==> config.mk <==
export PLATFORM = sky130hd
export DESIGN_NAME = amplitude_envelope_geometry_mapper_top_flat
export DESIGN_NICKNAME = d
export VERILOG_FILES = /design/src/rtl/core/aegm_pkg.sv /design/src/rtl/core/aegm_if.sv /design/src/rtl/core/amplitude_envelope_geometry_mapper_top.sv /design/src/rtl/core/aegm_mul.sv /design/src/rtl/core/aegm_div.sv /design/src/flat_wrapper.sv
export SDC_FILE = /design/constraint.sdc
export NUM_CORES = 2
export LEC_CHECK = 0
export ABC_AREA = 1
export BUFFER_PORTS_ARGS = -buffer_cell sky130_fd_sc_hd__buf_2
export CAP_MARGIN = 20
export CORE_UTILIZATION = 30
export DETAILED_ROUTE_END_ITERATION = 16
export GPL_TIMING_DRIVEN = 0
export PLACE_DENSITY = 0.49
export SETUP_SLACK_MARGIN = 0.02
export SLEW_MARGIN = 30
export SYNTH_ARGS = -nofsm -noshare
export SYNTH_HDL_FRONTEND = slang
export SYNTH_SLANG_ARGS = --single-unit
==> constraint.sdc <==
create_clock -name clk -period 11.5 [get_ports clk]
set_clock_uncertainty 0.15 [all_clocks]
set_input_delay 0 -clock clk [delete_from_list [all_inputs] [get_ports clk]]
set_output_delay 0 -clock clk [all_outputs]
set_load 0.05 [all_outputs]
==> src/rtl/core/aegm_pkg.sv <==
// aegm_pkg: shared types and constants for the amplitude envelope geometry mapper
// no dependencies; used by the interfaces, the arithmetic units and the top level

package aegm_pkg;

  localparam int unsigned GAIN_W   = 17;
  localparam int unsigned LEVEL_W  = 17;
  localparam int unsigned RADIUS_W = 16;
  localparam int unsigned RAYS_W   = 8;
  localparam int unsigned COUNT_W  = 64;
  localparam int unsigned CFG_W    = 17;
  localparam int unsigned CFG_IDX_W = 3;

  // 1.0 in q1.16
  localparam logic [LEVEL_W-1:0] ONE_Q16 = 17'h10000;

  localparam logic [RADIUS_W-1:0] RADIUS_LIMIT = 16'd65535;
  localparam logic [RAYS_W-1:0]   RAYS_LIMIT   = 8'd128;

  // restoring divider: one quotient bit per step
  localparam int unsigned DIV_STEPS = 17;
  localparam int unsigned DIV_CNT_W = $clog2(DIV_STEPS);

  // register indexes
  localparam logic [CFG_IDX_W-1:0] REG_GAIN      = 3'd0;
  localparam logic [CFG_IDX_W-1:0] REG_DEAD_ZONE = 3'd1;
  localparam logic [CFG_IDX_W-1:0] REG_RADIUS_MIN = 3'd2;
  localparam logic [CFG_IDX_W-1:0] REG_RADIUS_MAX = 3'd3;
  localparam logic [CFG_IDX_W-1:0] REG_RAYS_MIN  = 3'd4;
  localparam logic [CFG_IDX_W-1:0] REG_RAYS_MAX  = 3'd5;

  typedef struct packed {
    logic                accepted;
    logic [LEVEL_W-1:0]  raw_level;
    logic [LEVEL_W-1:0]  smoothed_level;
    logic [LEVEL_W-1:0]  level;
    logic [RADIUS_W-1:0] radius;
    logic [RAYS_W-1:0]   rays;
    logic                active;
    logic [COUNT_W-1:0]  accepted_count;
    logic [COUNT_W-1:0]  rejected_count;
  } out_beat_t;

  // handshake between sequencer and divider
  typedef struct packed {
    logic busy;
    logic done;
  } div_stat_t;

endpackage

==> src/rtl/core/aegm_if.sv <==
// aegm_if: valid/ready channel interfaces for sample beats and result beats
// depends on aegm_pkg

interface aegm_in_if;
  logic        valid;
  logic        ready;
  logic signed [31:0] amplitude;
  logic        not_finite;

  modport source (output valid, output amplitude, output not_finite, input ready);
  modport sink   (input valid, input amplitude, input not_finite, output ready);
endinterface

interface aegm_out_if;
  import aegm_pkg::*;
  logic                valid;
  logic                ready;
  logic                accepted;
  logic [LEVEL_W-1:0]  raw_level;
  logic [LEVEL_W-1:0]  smoothed_level;
  logic [LEVEL_W-1:0]  level;
  logic [RADIUS_W-1:0] radius;
  logic [RAYS_W-1:0]   rays;
  logic                active;
  logic [COUNT_W-1:0]  accepted_count;
  logic [COUNT_W-1:0]  rejected_count;

  modport source (output valid, output accepted, output raw_level, output smoothed_level,
                  output level, output radius, output rays, output active,
                  output accepted_count, output rejected_count, input ready);
  modport sink   (input valid, input accepted, input raw_level, input smoothed_level,
                  input level, input radius, input rays, input active,
                  input accepted_count, input rejected_count, output ready);
endinterface

==> src/rtl/core/amplitude_envelope_geometry_mapper_top.sv <==
// amplitude_envelope_geometry_mapper_top: moving average with dead zone and geometry map
// depends on aegm_pkg, aegm_if, aegm_mul, aegm_div
//
//   channel  dir  width        payload
//   in_ch    in   33           amplitude (s q15.16), not_finite
//   out_ch   out  1+3*17+16+8+1+2*64  accepted, levels, radius, rays, active, counts
//   cfg_*    in   3 idx + 17   six registers, write only
//
// a rejected sample goes from idle straight to the done state, then to the result register
// an accepted sample runs the blend, level, divide, radius and ray states; the 17-step
// restoring divider computes the normalized level; below the dead zone it is skipped
// one shared 18x17 multiplier does the blend, radius and ray products in turn
// in_ch.ready is high only in the idle state; a finished beat waits in the output
// register, so the next sample is taken while out_ch is stalled
// rst_n is synchronous; counters, held values and registers return to reset values

module amplitude_envelope_geometry_mapper_top (
  input  logic                            clk,
  input  logic                            rst_n,
  aegm_in_if.sink                         in_ch,
  aegm_out_if.source                      out_ch,
  input  logic                            cfg_we,
  input  logic [aegm_pkg::CFG_IDX_W-1:0]  cfg_addr,
  input  logic [aegm_pkg::CFG_W-1:0]      cfg_data
);
  import aegm_pkg::*;

  typedef enum logic [8:0] {
    ST_IDLE      = 9'b000000001,
    ST_MUL_BLEND = 9'b000000010,
    ST_BLEND     = 9'b000000100,
    ST_LVL       = 9'b000001000,
    ST_DIV       = 9'b000010000,
    ST_MUL_RAD   = 9'b000100000,
    ST_MUL_RAY   = 9'b001000000,
    ST_RAY_CAP   = 9'b010000000,
    ST_DONE      = 9'b100000000
  } state_t;

  state_t st_r, st_nxt;

  // configuration registers
  logic [GAIN_W-1:0]   gain_r;
  logic [15:0]         dz_r;
  logic [RADIUS_W-1:0] rmin_r;
  logic [RADIUS_W-1:0] rmax_r;
  logic [RAYS_W-1:0]   ymin_r;
  logic [RAYS_W-1:0]   ymax_r;

  // held state
  logic [LEVEL_W-1:0]  raw_r;
  logic [LEVEL_W-1:0]  avg_r;
  logic [LEVEL_W-1:0]  last_raw_r;
  logic [LEVEL_W-1:0]  lvl_r;
  logic [RADIUS_W-1:0] rad_r;
  logic [RAYS_W-1:0]   rays_r;
  logic                act_r;
  logic [COUNT_W-1:0]  good_r;
  logic [COUNT_W-1:0]  bad_r;
  logic                acc_r;

  // result register
  out_beat_t out_r;
  logic      out_valid_r;

  logic in_beat;
  logic cfg_ok;
  logic reject;
  logic [LEVEL_W-1:0] raw_clamped;

  // shared multiplier
  logic               mul_en;
  logic signed [17:0] mul_a;
  logic [GAIN_W-1:0]  mul_b;
  logic signed [35:0] mul_prod;

  // divider
  logic               div_start;
  div_stat_t          div_stat;
  logic [LEVEL_W-1:0] div_quot;
  logic [LEVEL_W-1:0] div_num;
  logic [LEVEL_W-1:0] div_den;

  // blend datapath
  logic [17:0]        blend_diff;
  logic signed [35:0] blend_bias;
  logic signed [19:0] blend_step;
  logic signed [20:0] blend_sum;
  logic [LEVEL_W-1:0] blend_avg;

  logic [RADIUS_W-1:0] span_rad;
  logic [RAYS_W-1:0]   span_ray;
  logic [32:0]         round_prod;
  logic                above_dz;
  logic                out_free;

  assign in_beat  = in_ch.valid && in_ch.ready;
  assign in_ch.ready = (st_r == ST_IDLE);
  assign out_free = !out_valid_r || out_ch.ready;

  assign cfg_ok = (gain_r != '0) && (gain_r <= ONE_Q16)
               && (rmax_r >= rmin_r) && (rmax_r <= RADIUS_LIMIT)
               && (ymax_r >= ymin_r) && (ymax_r <= RAYS_LIMIT);

  assign reject = !cfg_ok || in_ch.not_finite || in_ch.amplitude[31] || (&good_r);

  // clamp to 1.0; sign already excluded
  assign raw_clamped = ($unsigned(in_ch.amplitude) > {15'b0, ONE_Q16}) ? ONE_Q16
                     : in_ch.amplitude[LEVEL_W-1:0];

  // configuration writes
  always_ff @(posedge clk) begin
    if (!rst_n) begin
      gain_r <= GAIN_W'(16384);
      dz_r   <= '0;
      rmin_r <= '0;
      rmax_r <= '0;
      ymin_r <= '0;
      ymax_r <= '0;
    end else if (cfg_we) begin
      unique case (cfg_addr)
        REG_GAIN:       gain_r <= cfg_data;
        REG_DEAD_ZONE:  dz_r   <= cfg_data[15:0];
        REG_RADIUS_MIN: rmin_r <= cfg_data[RADIUS_W-1:0];
        REG_RADIUS_MAX: rmax_r <= cfg_data[RADIUS_W-1:0];
        REG_RAYS_MIN:   ymin_r <= cfg_data[RAYS_W-1:0];
        REG_RAYS_MAX:   ymax_r <= cfg_data[RAYS_W-1:0];
        default: ;
      endcase
    end
  end

  // blend: avg + round(gain * (raw - avg) / 2^16), halves toward +inf
  assign blend_diff = {1'b0, raw_r} - {1'b0, avg_r};
  assign blend_bias = mul_prod + 36'sd32768;
  assign blend_step = blend_bias[35:16];
  assign blend_sum  = $signed({4'b0000, avg_r}) + $signed({blend_step[19], blend_step});

  always_comb begin
    if (blend_sum[20]) begin
      blend_avg = '0;
    end else if (blend_sum > $signed({4'b0000, ONE_Q16})) begin
      blend_avg = ONE_Q16;
    end else begin
      blend_avg = blend_sum[LEVEL_W-1:0];
    end
  end

  assign span_rad   = rmax_r - rmin_r;
  assign span_ray   = ymax_r - ymin_r;
  assign round_prod = mul_prod[32:0] + 33'd32768;

  assign above_dz  = avg_r > {1'b0, dz_r};
  assign div_num   = avg_r - {1'b0, dz_r};
  assign div_den   = ONE_Q16 - {1'b0, dz_r};
  assign div_start = (st_r == ST_LVL) && above_dz;

  // multiplier operand select
  always_comb begin
    mul_en = 1'b0;
    mul_a  = {1'b0, lvl_r};
    mul_b  = gain_r;
    priority if (st_r == ST_MUL_BLEND) begin
      mul_en = 1'b1;
      mul_a  = blend_diff;
      mul_b  = gain_r;
    end else if (st_r == ST_MUL_RAD) begin
      mul_en = 1'b1;
      mul_b  = {1'b0, span_rad};
    end else if (st_r == ST_MUL_RAY) begin
      mul_en = 1'b1;
      mul_b  = {{(GAIN_W-RAYS_W){1'b0}}, span_ray};
    end else begin
      mul_en = 1'b0;
    end
  end

  aegm_mul u_mul (
    .clk  (clk),
    .en   (mul_en),
    .a    (mul_a),
    .b    (mul_b),
    .prod (mul_prod)
  );

  aegm_div u_div (
    .clk   (clk),
    .rst_n (rst_n),
    .start (div_start),
    .num   (div_num),
    .den   (div_den),
    .stat  (div_stat),
    .quot  (div_quot)
  );

  // sequencer
  always_comb begin
    st_nxt = st_r;
    unique case (st_r)
      ST_IDLE:      if (in_beat) st_nxt = reject ? ST_DONE : ST_MUL_BLEND;
      ST_MUL_BLEND: st_nxt = ST_BLEND;
      ST_BLEND:     st_nxt = ST_LVL;
      ST_LVL:       st_nxt = above_dz ? ST_DIV : ST_MUL_RAD;
      ST_DIV:       if (div_stat.done) st_nxt = ST_MUL_RAD;
      ST_MUL_RAD:   st_nxt = ST_MUL_RAY;
      ST_MUL_RAY:   st_nxt = ST_RAY_CAP;
      ST_RAY_CAP:   st_nxt = ST_DONE;
      ST_DONE:      if (out_free) st_nxt = ST_IDLE;
      default:      st_nxt = ST_IDLE;
    endcase
  end

  always_ff @(posedge clk) begin
    if (!rst_n) begin
      st_r <= ST_IDLE;
    end else begin
      st_r <= st_nxt;
    end
  end

  // held state and counters
  always_ff @(posedge clk) begin
    if (!rst_n) begin
      avg_r      <= '0;
      last_raw_r <= '0;
      lvl_r      <= '0;
      rad_r      <= '0;
      rays_r     <= '0;
      act_r      <= '0;
      good_r     <= '0;
      bad_r      <= '0;
      acc_r      <= 1'b0;
    end else begin
      if (in_beat) begin
        acc_r <= !reject;
        if (reject && !(&bad_r)) begin
          bad_r <= bad_r + 1'b1;
        end
      end
      if (st_r == ST_BLEND) begin
        avg_r      <= blend_avg;
        last_raw_r <= raw_r;
        good_r     <= good_r + 1'b1;
      end
      if (st_r == ST_LVL && !above_dz) begin
        lvl_r <= '0;
      end
      if (st_r == ST_DIV && div_stat.done) begin
        lvl_r <= div_quot;
      end
      if (st_r == ST_MUL_RAD) begin
        act_r <= (lvl_r != '0);
      end
      if (st_r == ST_MUL_RAY) begin
        rad_r <= rmin_r + round_prod[31:16];
      end
      if (st_r == ST_RAY_CAP) begin
        rays_r <= ymin_r + round_prod[23:16];
      end
    end
  end

  // sample register
  always_ff @(posedge clk) begin
    if (in_beat) begin
      raw_r <= raw_clamped;
    end
  end

  // result register
  always_ff @(posedge clk) begin
    if (!rst_n) begin
      out_valid_r <= 1'b0;
    end else if (st_r == ST_DONE && out_free) begin
      out_valid_r <= 1'b1;
    end else if (out_ch.ready) begin
      out_valid_r <= 1'b0;
    end
  end

  always_ff @(posedge clk) begin
    if (st_r == ST_DONE && out_free) begin
      out_r.accepted       <= acc_r;
      out_r.raw_level      <= last_raw_r;
      out_r.smoothed_level <= avg_r;
      out_r.level          <= lvl_r;
      out_r.radius         <= rad_r;
      out_r.rays           <= rays_r;
      out_r.active         <= act_r;
      out_r.accepted_count <= good_r;
      out_r.rejected_count <= bad_r;
    end
  end

  assign out_ch.valid          = out_valid_r;
  assign out_ch.accepted       = out_r.accepted;
  assign out_ch.raw_level      = out_r.raw_level;
  assign out_ch.smoothed_level = out_r.smoothed_level;
  assign out_ch.level          = out_r.level;
  assign out_ch.radius         = out_r.radius;
  assign out_ch.rays           = out_r.rays;
  assign out_ch.active         = out_r.active;
  assign out_ch.accepted_count = out_r.accepted_count;
  assign out_ch.rejected_count = out_r.rejected_count;

  // the divider never runs while a new sample can be taken
  a_ready_not_dividing: assert property (@(posedge clk) disable iff (!rst_n)
    in_ch.ready |-> !div_stat.busy)
    else $error("input ready while divider busy");

  // divider finishes only while the sequencer waits for it
  a_div_done_in_div: assert property (@(posedge clk) disable iff (!rst_n)
    div_stat.done |-> (st_r == ST_DIV))
    else $error("divider done outside divide state");

  // accepted count moves by exactly one per accepted sample
  a_good_step: assert property (@(posedge clk) disable iff (!rst_n)
    (st_r == ST_BLEND) |=> (good_r == $past(good_r) + 1'b1))
    else $error("accepted count step wrong");

  // the average stays within q1.16 range
  a_avg_range: assert property (@(posedge clk) disable iff (!rst_n)
    $rose(out_valid_r) |-> (out_r.smoothed_level <= ONE_Q16))
    else $error("average above one");

endmodule

==> src/rtl/core/aegm_mul.sv <==
// aegm_mul: shared registered multiplier, signed 18 bit by unsigned 17 bit
// depends on aegm_pkg

module aegm_mul (
  input  logic                         clk,
  input  logic                         en,
  input  logic signed [17:0]           a,
  input  logic [aegm_pkg::GAIN_W-1:0]  b,
  output logic signed [35:0]           prod
);
  import aegm_pkg::*;

  logic signed [35:0] prod_r;

  always_ff @(posedge clk) begin
    if (en) begin
      prod_r <= a * $signed({1'b0, b});
    end
  end

  assign prod = prod_r;

endmodule

==> src/rtl/core/aegm_div.sv <==
// aegm_div: restoring divider, rounded quotient of (num * 2^16) / den
// depends on aegm_pkg; quotient must fit in 17 bits (num <= den)

module aegm_div (
  input  logic                          clk,
  input  logic                          rst_n,
  input  logic                          start,
  input  logic [aegm_pkg::LEVEL_W-1:0]  num,
  input  logic [aegm_pkg::LEVEL_W-1:0]  den,
  output aegm_pkg::div_stat_t           stat,
  output logic [aegm_pkg::LEVEL_W-1:0]  quot
);
  import aegm_pkg::*;

  logic [LEVEL_W-1:0]   rem_r;
  logic [LEVEL_W-1:0]   lo_r;
  logic [LEVEL_W-1:0]   den_r;
  logic [DIV_CNT_W-1:0] cnt_r;
  logic                 busy_r;
  logic                 done_r;

  logic [2*LEVEL_W-1:0] dividend;
  logic [LEVEL_W:0]     trial;
  logic [LEVEL_W:0]     trial_sub;
  logic                 trial_ge;

  // add half the divisor for round-half-up
  assign dividend  = {num, 16'b0} + {{(LEVEL_W+1){1'b0}}, den[LEVEL_W-1:1]};
  assign trial     = {rem_r, lo_r[LEVEL_W-1]};
  assign trial_ge  = trial >= {1'b0, den_r};
  assign trial_sub = trial - {1'b0, den_r};

  always_ff @(posedge clk) begin
    if (!rst_n) begin
      busy_r <= 1'b0;
      done_r <= 1'b0;
      cnt_r  <= '0;
    end else begin
      done_r <= 1'b0;
      if (start) begin
        busy_r <= 1'b1;
        cnt_r  <= '0;
      end else if (busy_r) begin
        cnt_r <= cnt_r + 1'b1;
        if (cnt_r == DIV_CNT_W'(DIV_STEPS - 1)) begin
          busy_r <= 1'b0;
          done_r <= 1'b1;
        end
      end
    end
  end

  always_ff @(posedge clk) begin
    if (start) begin
      rem_r <= dividend[2*LEVEL_W-1:LEVEL_W];
      lo_r  <= dividend[LEVEL_W-1:0];
      den_r <= den;
    end else if (busy_r) begin
      rem_r <= trial_ge ? trial_sub[LEVEL_W-1:0] : trial[LEVEL_W-1:0];
      lo_r  <= {lo_r[LEVEL_W-2:0], trial_ge};
    end
  end

  assign stat.busy = busy_r;
  assign stat.done = done_r;
  assign quot      = lo_r;

endmodule

==> src/flat_wrapper.sv <==
// flat-port wrapper written by rule: the top's interface ports become plain ports
module amplitude_envelope_geometry_mapper_top_flat import aegm_pkg::*;
  (clk, rst_n, cfg_we, cfg_addr, cfg_data, in_ch_valid, in_ch_amplitude, in_ch_not_finite, in_ch_ready, out_ch_valid, out_ch_accepted, out_ch_raw_level, out_ch_smoothed_level, out_ch_level, out_ch_radius, out_ch_rays, out_ch_active, out_ch_accepted_count, out_ch_rejected_count, out_ch_ready);
  aegm_in_if in_ch_i ();
  aegm_out_if out_ch_i ();
  input  logic clk;
  input  logic rst_n;
  input  logic cfg_we;
  input  logic [aegm_pkg::CFG_IDX_W-1:0] cfg_addr;
  input  logic [aegm_pkg::CFG_W-1:0] cfg_data;
  input wire logic [$bits(in_ch_i.valid)-1:0] in_ch_valid;
  input wire logic [$bits(in_ch_i.amplitude)-1:0] in_ch_amplitude;
  input wire logic [$bits(in_ch_i.not_finite)-1:0] in_ch_not_finite;
  output wire logic [$bits(in_ch_i.ready)-1:0] in_ch_ready;
  output wire logic [$bits(out_ch_i.valid)-1:0] out_ch_valid;
  output wire logic [$bits(out_ch_i.accepted)-1:0] out_ch_accepted;
  output wire logic [$bits(out_ch_i.raw_level)-1:0] out_ch_raw_level;
  output wire logic [$bits(out_ch_i.smoothed_level)-1:0] out_ch_smoothed_level;
  output wire logic [$bits(out_ch_i.level)-1:0] out_ch_level;
  output wire logic [$bits(out_ch_i.radius)-1:0] out_ch_radius;
  output wire logic [$bits(out_ch_i.rays)-1:0] out_ch_rays;
  output wire logic [$bits(out_ch_i.active)-1:0] out_ch_active;
  output wire logic [$bits(out_ch_i.accepted_count)-1:0] out_ch_accepted_count;
  output wire logic [$bits(out_ch_i.rejected_count)-1:0] out_ch_rejected_count;
  input wire logic [$bits(out_ch_i.ready)-1:0] out_ch_ready;
  assign in_ch_i.valid = in_ch_valid;
  assign in_ch_i.amplitude = in_ch_amplitude;
  assign in_ch_i.not_finite = in_ch_not_finite;
  assign in_ch_ready = in_ch_i.ready;
  assign out_ch_valid = out_ch_i.valid;
  assign out_ch_accepted = out_ch_i.accepted;
  assign out_ch_raw_level = out_ch_i.raw_level;
  assign out_ch_smoothed_level = out_ch_i.smoothed_level;
  assign out_ch_level = out_ch_i.level;
  assign out_ch_radius = out_ch_i.radius;
  assign out_ch_rays = out_ch_i.rays;
  assign out_ch_active = out_ch_i.active;
  assign out_ch_accepted_count = out_ch_i.accepted_count;
  assign out_ch_rejected_count = out_ch_i.rejected_count;
  assign out_ch_i.ready = out_ch_ready;
  amplitude_envelope_geometry_mapper_top u_core (.clk(clk), .rst_n(rst_n), .in_ch(in_ch_i), .out_ch(out_ch_i), .cfg_we(cfg_we), .cfg_addr(cfg_addr), .cfg_data(cfg_data));
endmodule
* Word-level counts from Yosys, hierarchy flattened
Index checks and enable logic that the tools add are counted.
Word-level totals: input bits 58, memory bits (writable) 0, register bits 612, word-level logic and storage cells 145, memories kept 0, bits in read-only memories 0, bits in latches 0, output and inout port bits 207
Cells by class: div/mod/pow operators 0, equality and inequality tests 18, add/subtract/negate cells 15, shift-type cells 0, multiplexer cells 28, order comparisons 9, reductions and logical operators 38, bitwise logic cells 2, multipliers 1
Operators with widths (number):
- 17-bit two-way mux | 12
- 64-bit by 1-bit adder with 64-bit output (second input constant) | 2
- 64-bit AND reduction | 2
- 9-bit one-hot mux with 9 select lines | 1
- 36-bit by 17-bit adder with 36-bit output (second input constant) | 1
- 18-bit by 18-bit multiplier with 36-bit output | 1
- 9-bit two-way mux | 4
- 33-bit by 16-bit adder with 34-bit output | 1
- 17-bit nonzero test | 2
- 32-bit by 16-bit adder with 32-bit output (second input constant) | 1
- 32-bit by 17-bit greater-than comparator with 1-bit output (second input constant) | 1
- 18-bit by 20-bit adder with 21-bit output | 1
- 21-bit by 18-bit greater-than comparator with 1-bit output (second input constant) | 1
- 18-bit by 17-bit greater-or-equal comparator with 1-bit output | 1
- 18-bit two-way mux | 1
- 17-bit by 17-bit subtractor with 18-bit output | 1
- 17-bit by 16-bit greater-than comparator with 1-bit output | 1
- 17-bit less-or-equal comparator (second input constant) | 1
- 17-bit by 16-bit subtractor with 17-bit output | 1
- 17-bit by 16-bit subtractor with 17-bit output (first input constant) | 1
- 17-bit subtractor | 1
- 16-bit adder | 1
- 16-bit greater-or-equal comparator | 1
- 16-bit less-or-equal comparator (second input constant) | 1
- other kinds (33) | 70

* Longest topological paths before layout
depth after elaboration 13, mapped depth 40

* Modules after synthesis
Synthesis repeated with hierarchy kept, for this count alone.
Unflattened totals: cells, all modules 5490, area total of the unflattened synthesis 44247.4 um2
Modules (own cells, without submodules):
- amplitude_envelope_geometry_mapper_top | cells each 3178, area each 26389.1 um2, instances 1, sequential area each 12592.1 um2
- aegm_mul | cells each 1841, area each 14018.4 um2, instances 1, sequential area each 1081.0 um2
- aegm_div | cells each 471, area each 3839.9 um2, instances 1, sequential area each 1671.6 um2

* Worst setup path after synthesis
OpenSTA, ideal clock, no wires.
path kind register to register, from reg u_core.st_r[2], to reg u_core.out_ch.accepted (netlist name), period minus slack after synthesis 10.227 ns, setup slack 1.273 ns, arrival 9.301 ns, setup time 0.776 ns, stages on the path, launching flop included 8, path through dfxtp_1 > nor2_1 > inv_1 > nor2_1 > nand2_1 > nor2_1 > inv_1 > nor2_1
Between the ends: word-level cells in the longest chain between the ends 2
RTL lines:
- start: declaration | RTL line amplitude_envelope_geometry_mapper_top.sv:40 | state_t st_r, st_nxt;
- start signal: assignment | RTL line amplitude_envelope_geometry_mapper_top.sv:217 | st_r <= st_nxt;
- 9-bit == test | RTL line amplitude_envelope_geometry_mapper_top.sv:282 | if (st_r == ST_DONE && out_free) begin
- 1-bit logical AND | RTL line amplitude_envelope_geometry_mapper_top.sv:282
No other way between the ends. A chain may end at the register's enable or synchronous reset.

* Final worst setup path
from reg u_core.avg_r[0], to reg u_core.u_mul.prod_r[30], in the netlist u_core.u_mul.prod[30], data pin
Between the ends: word-level cells in the longest chain between the ends 3
RTL lines:
- start: declaration | RTL line amplitude_envelope_geometry_mapper_top.sv:52 | logic [LEVEL_W-1:0] avg_r;
- start signal: assignment | RTL line amplitude_envelope_geometry_mapper_top.sv:241 | avg_r <= blend_avg;
- 17-bit by 17-bit subtractor with 18-bit output | RTL line amplitude_envelope_geometry_mapper_top.sv:134 | assign blend_diff = {1'b0, raw_r} - {1'b0, avg_r};
- 18-bit two-way mux | RTL line amplitude_envelope_geometry_mapper_top.sv:163 | priority if (st_r == ST_MUL_BLEND) begin
- 18-bit by 18-bit multiplier with 36-bit output | RTL line aegm_mul.sv:17 | prod_r <= a * $signed({1'b0, b});
- end signal: assignment | RTL line aegm_mul.sv:17
- end: declaration | RTL line aegm_mul.sv:13 | logic signed [35:0] prod_r;
No other way between the ends.

==> metrics.txt <==
status=completed; global-route wire length before repair=216 mm; fin crit share=82.8%; Yosys top cell area share=21.2%; maximum vdd drop=0.0000969 V; Sw Share=about a quarter; Final min period=approximately 9.5 ns; commonest cells in the synthesized netlist=nand2_1 (892), inv_1 (859), nor2_1 (544), a21oi_1 (349), fa_1 (317); CTS tree=built; min-delay worst type=primary input to flop; core area=about 0.14 sq mm; Syn Nets=5555; P_sw=1390 uW; final setup margin=1.98 ns; Distinct cells, synth=62; Yosys reg bits=597; final setup violating endpoints=0; die area=0.140 sq mm; top cells by area, synth=edfxtp_1 (21%), fa_1 (15%), dfxtp_1 (15%); clk root buf=clkbuf_16; routability congestion estimate from global placement=0.959; initial antenna violation count=13; Detailed Route WL=146 mm; Flop pwr share=43.7%; Clock Sinks=597; Sequential Area=0.0149 sq mm; Final Hold Fails=0; Worst slew margin=approximately 28%; Reg clk slew, reported paths=0.06 ns; Vias=34.7k; htree depth=3; number of vias per cell=about 4.8; CP endpoint kind=flop; Port Buffers=264; residual DRC count=0; synth warn=0; Area after DPL=0.0456 sq mm; critical path class=flop to flop; total global-route track usage=20.6%; startpoint types=flop; pwr dens=107 mW/mm^2; CTS resizes=0; Primary FF master, synth=dfxtp_1; Crit path required time=approximately 12 ns; Clk Latency, worst-skew pair=0.69 ns; Async S/R FF share, synth=0%; CP most frequent cell=fa_1; share of layout cells above drive strength 1=9.52%; largest net degree at the start of global routing=27; area leader, netlist=edfxtp_1; RSZ-0062 raised after global routing=false; CP max FO=10; Comb power frac=9.3%; Internal Pwr Total=3830 uW; Syn Inst Count=4974; total CTS buffers=72; Longest Clk Path Bufs=3; Max Clk Rate=105 MHz; Multi-input gate area=0.0230 sq mm; synthesized cell area=0.0417 sq mm; Area Growth Syn to Fin=17.3%; IO Pins=265; starting density of the core=between 30% and 40%; NumNets Final=5975; final core utilization=35.5%; Final HPWL DP=120 mm; Wirelength per Cell=about 20 um; clock share of power=47.0%; register area share after synthesis=a little over a third; setup_tns=0 ns; most numerous cell in the Yosys netlist=nand2_1; CP max-delay cell=clkbuf_1; # fillers=14.4k; CP peak stage delay=about 0.74 ns; Max-Cap Viols=0; Die H=375 um; Pre-antenna DRT Iters=5; Die Wd=~370 um; row count=136; fin area=slightly below 0.05 sq mm; grt ovf=0; Synth Area per Inst=between 8 and 9 sq um; vias in the first global route=roughly 34k; Arrival @ worst endpoint=9.79 ns; Iter 0 DRT Violations=2612; Detail Route Antenna Nets=0; fin. max-slew vios=0; EDFF count, synth=294; DP Worst Slack=roughly 2.1 ns; LEAKAGE=0.0213 uW; Worst Tran Pin Value=1.07 ns
-- path summary, 6_finish.rpt --
kind	slack [ns]	end	from	depth (start not counted)
worst max-delay path	1.98	u_core.u_mul.prod[30]	u_core.avg_r[0]	28
worst min-delay path	0.06	u_core.out_ch.valid	out_ch_ready	5
worst max register to register	1.98	u_core.u_mul.prod[30]	u_core.avg_r[0]	28
worst min register to register	0.27	u_core.out_ch.accepted	u_core.acc_r	0
-- power by group through the flow --
| stage | combinational (uW) | clock (uW) | sequential, uW |
|---|---|---|---|
| 6_report | 485 | 2460 | 2280 |
| 3_5_place_dp | 468 | 0 | 2330 |
| 2_1_floorplan | 248 | 0 | 2390 |
| 5_1_grt | 526 | 2600 | 2290 |
| 3_3_place_gp | 454 | 0 | 2340 |
| 4_1_cts | 484 | 2520 | 2280 |
-- worst max-delay path: cells and delay by family (launching register included) --
family | cells | cell delay [ns]
AO/OA/AOI/OAI | 6 | 1.76
XOR/XNOR | 1 | 0.16
adder cells (fa/ha/maj) | 9 | 4.26
buffers and inverters | 3 | 1.03
flip-flops | 1 | 0.44
AND/OR/NAND/NOR | 9 | 1.46
-- cell type report --
cell class	instances	area share (%)
clock buffer	91	4.12
inverter	873	6.70
multi-input combinational	3371	47.0
buffer	133	1.19
sequential	597	30.5
timing repair buffer	346	4.74
clock inverter	43	1.18
tap	1794	4.59
antenna	2	0.0102
-- kinds of logic (layout without fill, tap and decap cells) --
family / count (synthesis) / in the layout / synth area share, %
xor gates and xnor gates: 211 / 211 / 4.43
and+or+nand+nor: 1943 / 1943 / 20.0
DFF: 597 / 597 / 35.7
AOI/OAI and AO/OA: 683 / 683 / 8.90
other: 0 / 2 / 0
buffers and inverters: 1006 / 1486 / 9.24
muxes: 11 / 11 / 0.279
adders and majority gates: 523 / 523 / 21.4
-- per-layer routing --
layer	vias up	global-route usage, %	wire, um
met5	-	0	0
met4	0	7.32	4930
met3	177	2.80	7830
met2	969	33.5	67000
met1	16600	27.9	65800
li1	16900	-	-
-- cell usage in the layout, fill, tap and decap left out, types with 11 or more instances in the layout --
cell type,instances
a21o_1,15
a21oi_1,349
buf_2,291
clkbuf_1,96
clkbuf_16,74
clkinv_1,11
dfxtp_1,303
dlygate4sd3_1,67
edfxtp_1,294
fa_1,317
ha_1,206
inv_1,859
nand2_1,891
nand3_1,162
nand4_1,133
nor2_1,543
nor3_1,109
nor4_1,40
o211ai_1,11
o21a_1,14
o21ai_0,222
o21ai_1,12
or2_2,11
xnor2_1,68
xor2_1,142
-- state kept, by name (all words and copies together) (netlist names), 17 cells and up --
signal / count
u_core.gain_r: 17
u_core.lvl_r: 17
u_core.u_div.rem_r: 17
u_core.u_div.quot: 17
u_core.u_mul.prod: 21
u_core.out_ch.accepted_count: 64
u_core.raw_r: 17
u_core.last_raw_r: 17
u_core.out_ch.smoothed_level: 17
u_core.out_ch.rejected_count: 64
u_core.good_r: 64
u_core.u_div.den_r: 17
u_core.avg_r: 17
u_core.out_ch.raw_level: 17
u_core.bad_r: 64
u_core.out_ch.level: 17
-- metrics by stage --
step	std cells	hold WS, ns	total power [uW]
after floorplan	4974	-0.0196	2630
after global placement	7032	0.164	2800
after detailed placement	7047	0.199	2800
after CTS	7248	0.00463	5290
after global routing	7248	0.104	5410
final	7250	0.0584	5220
-- what timing repair did --
item,in CTS,in global routing
setup buffers,0,0
hold buffers,67,0
endpoints found under the hold margin,174,0
No activity file was read; power rests on OpenSTA's default activity.
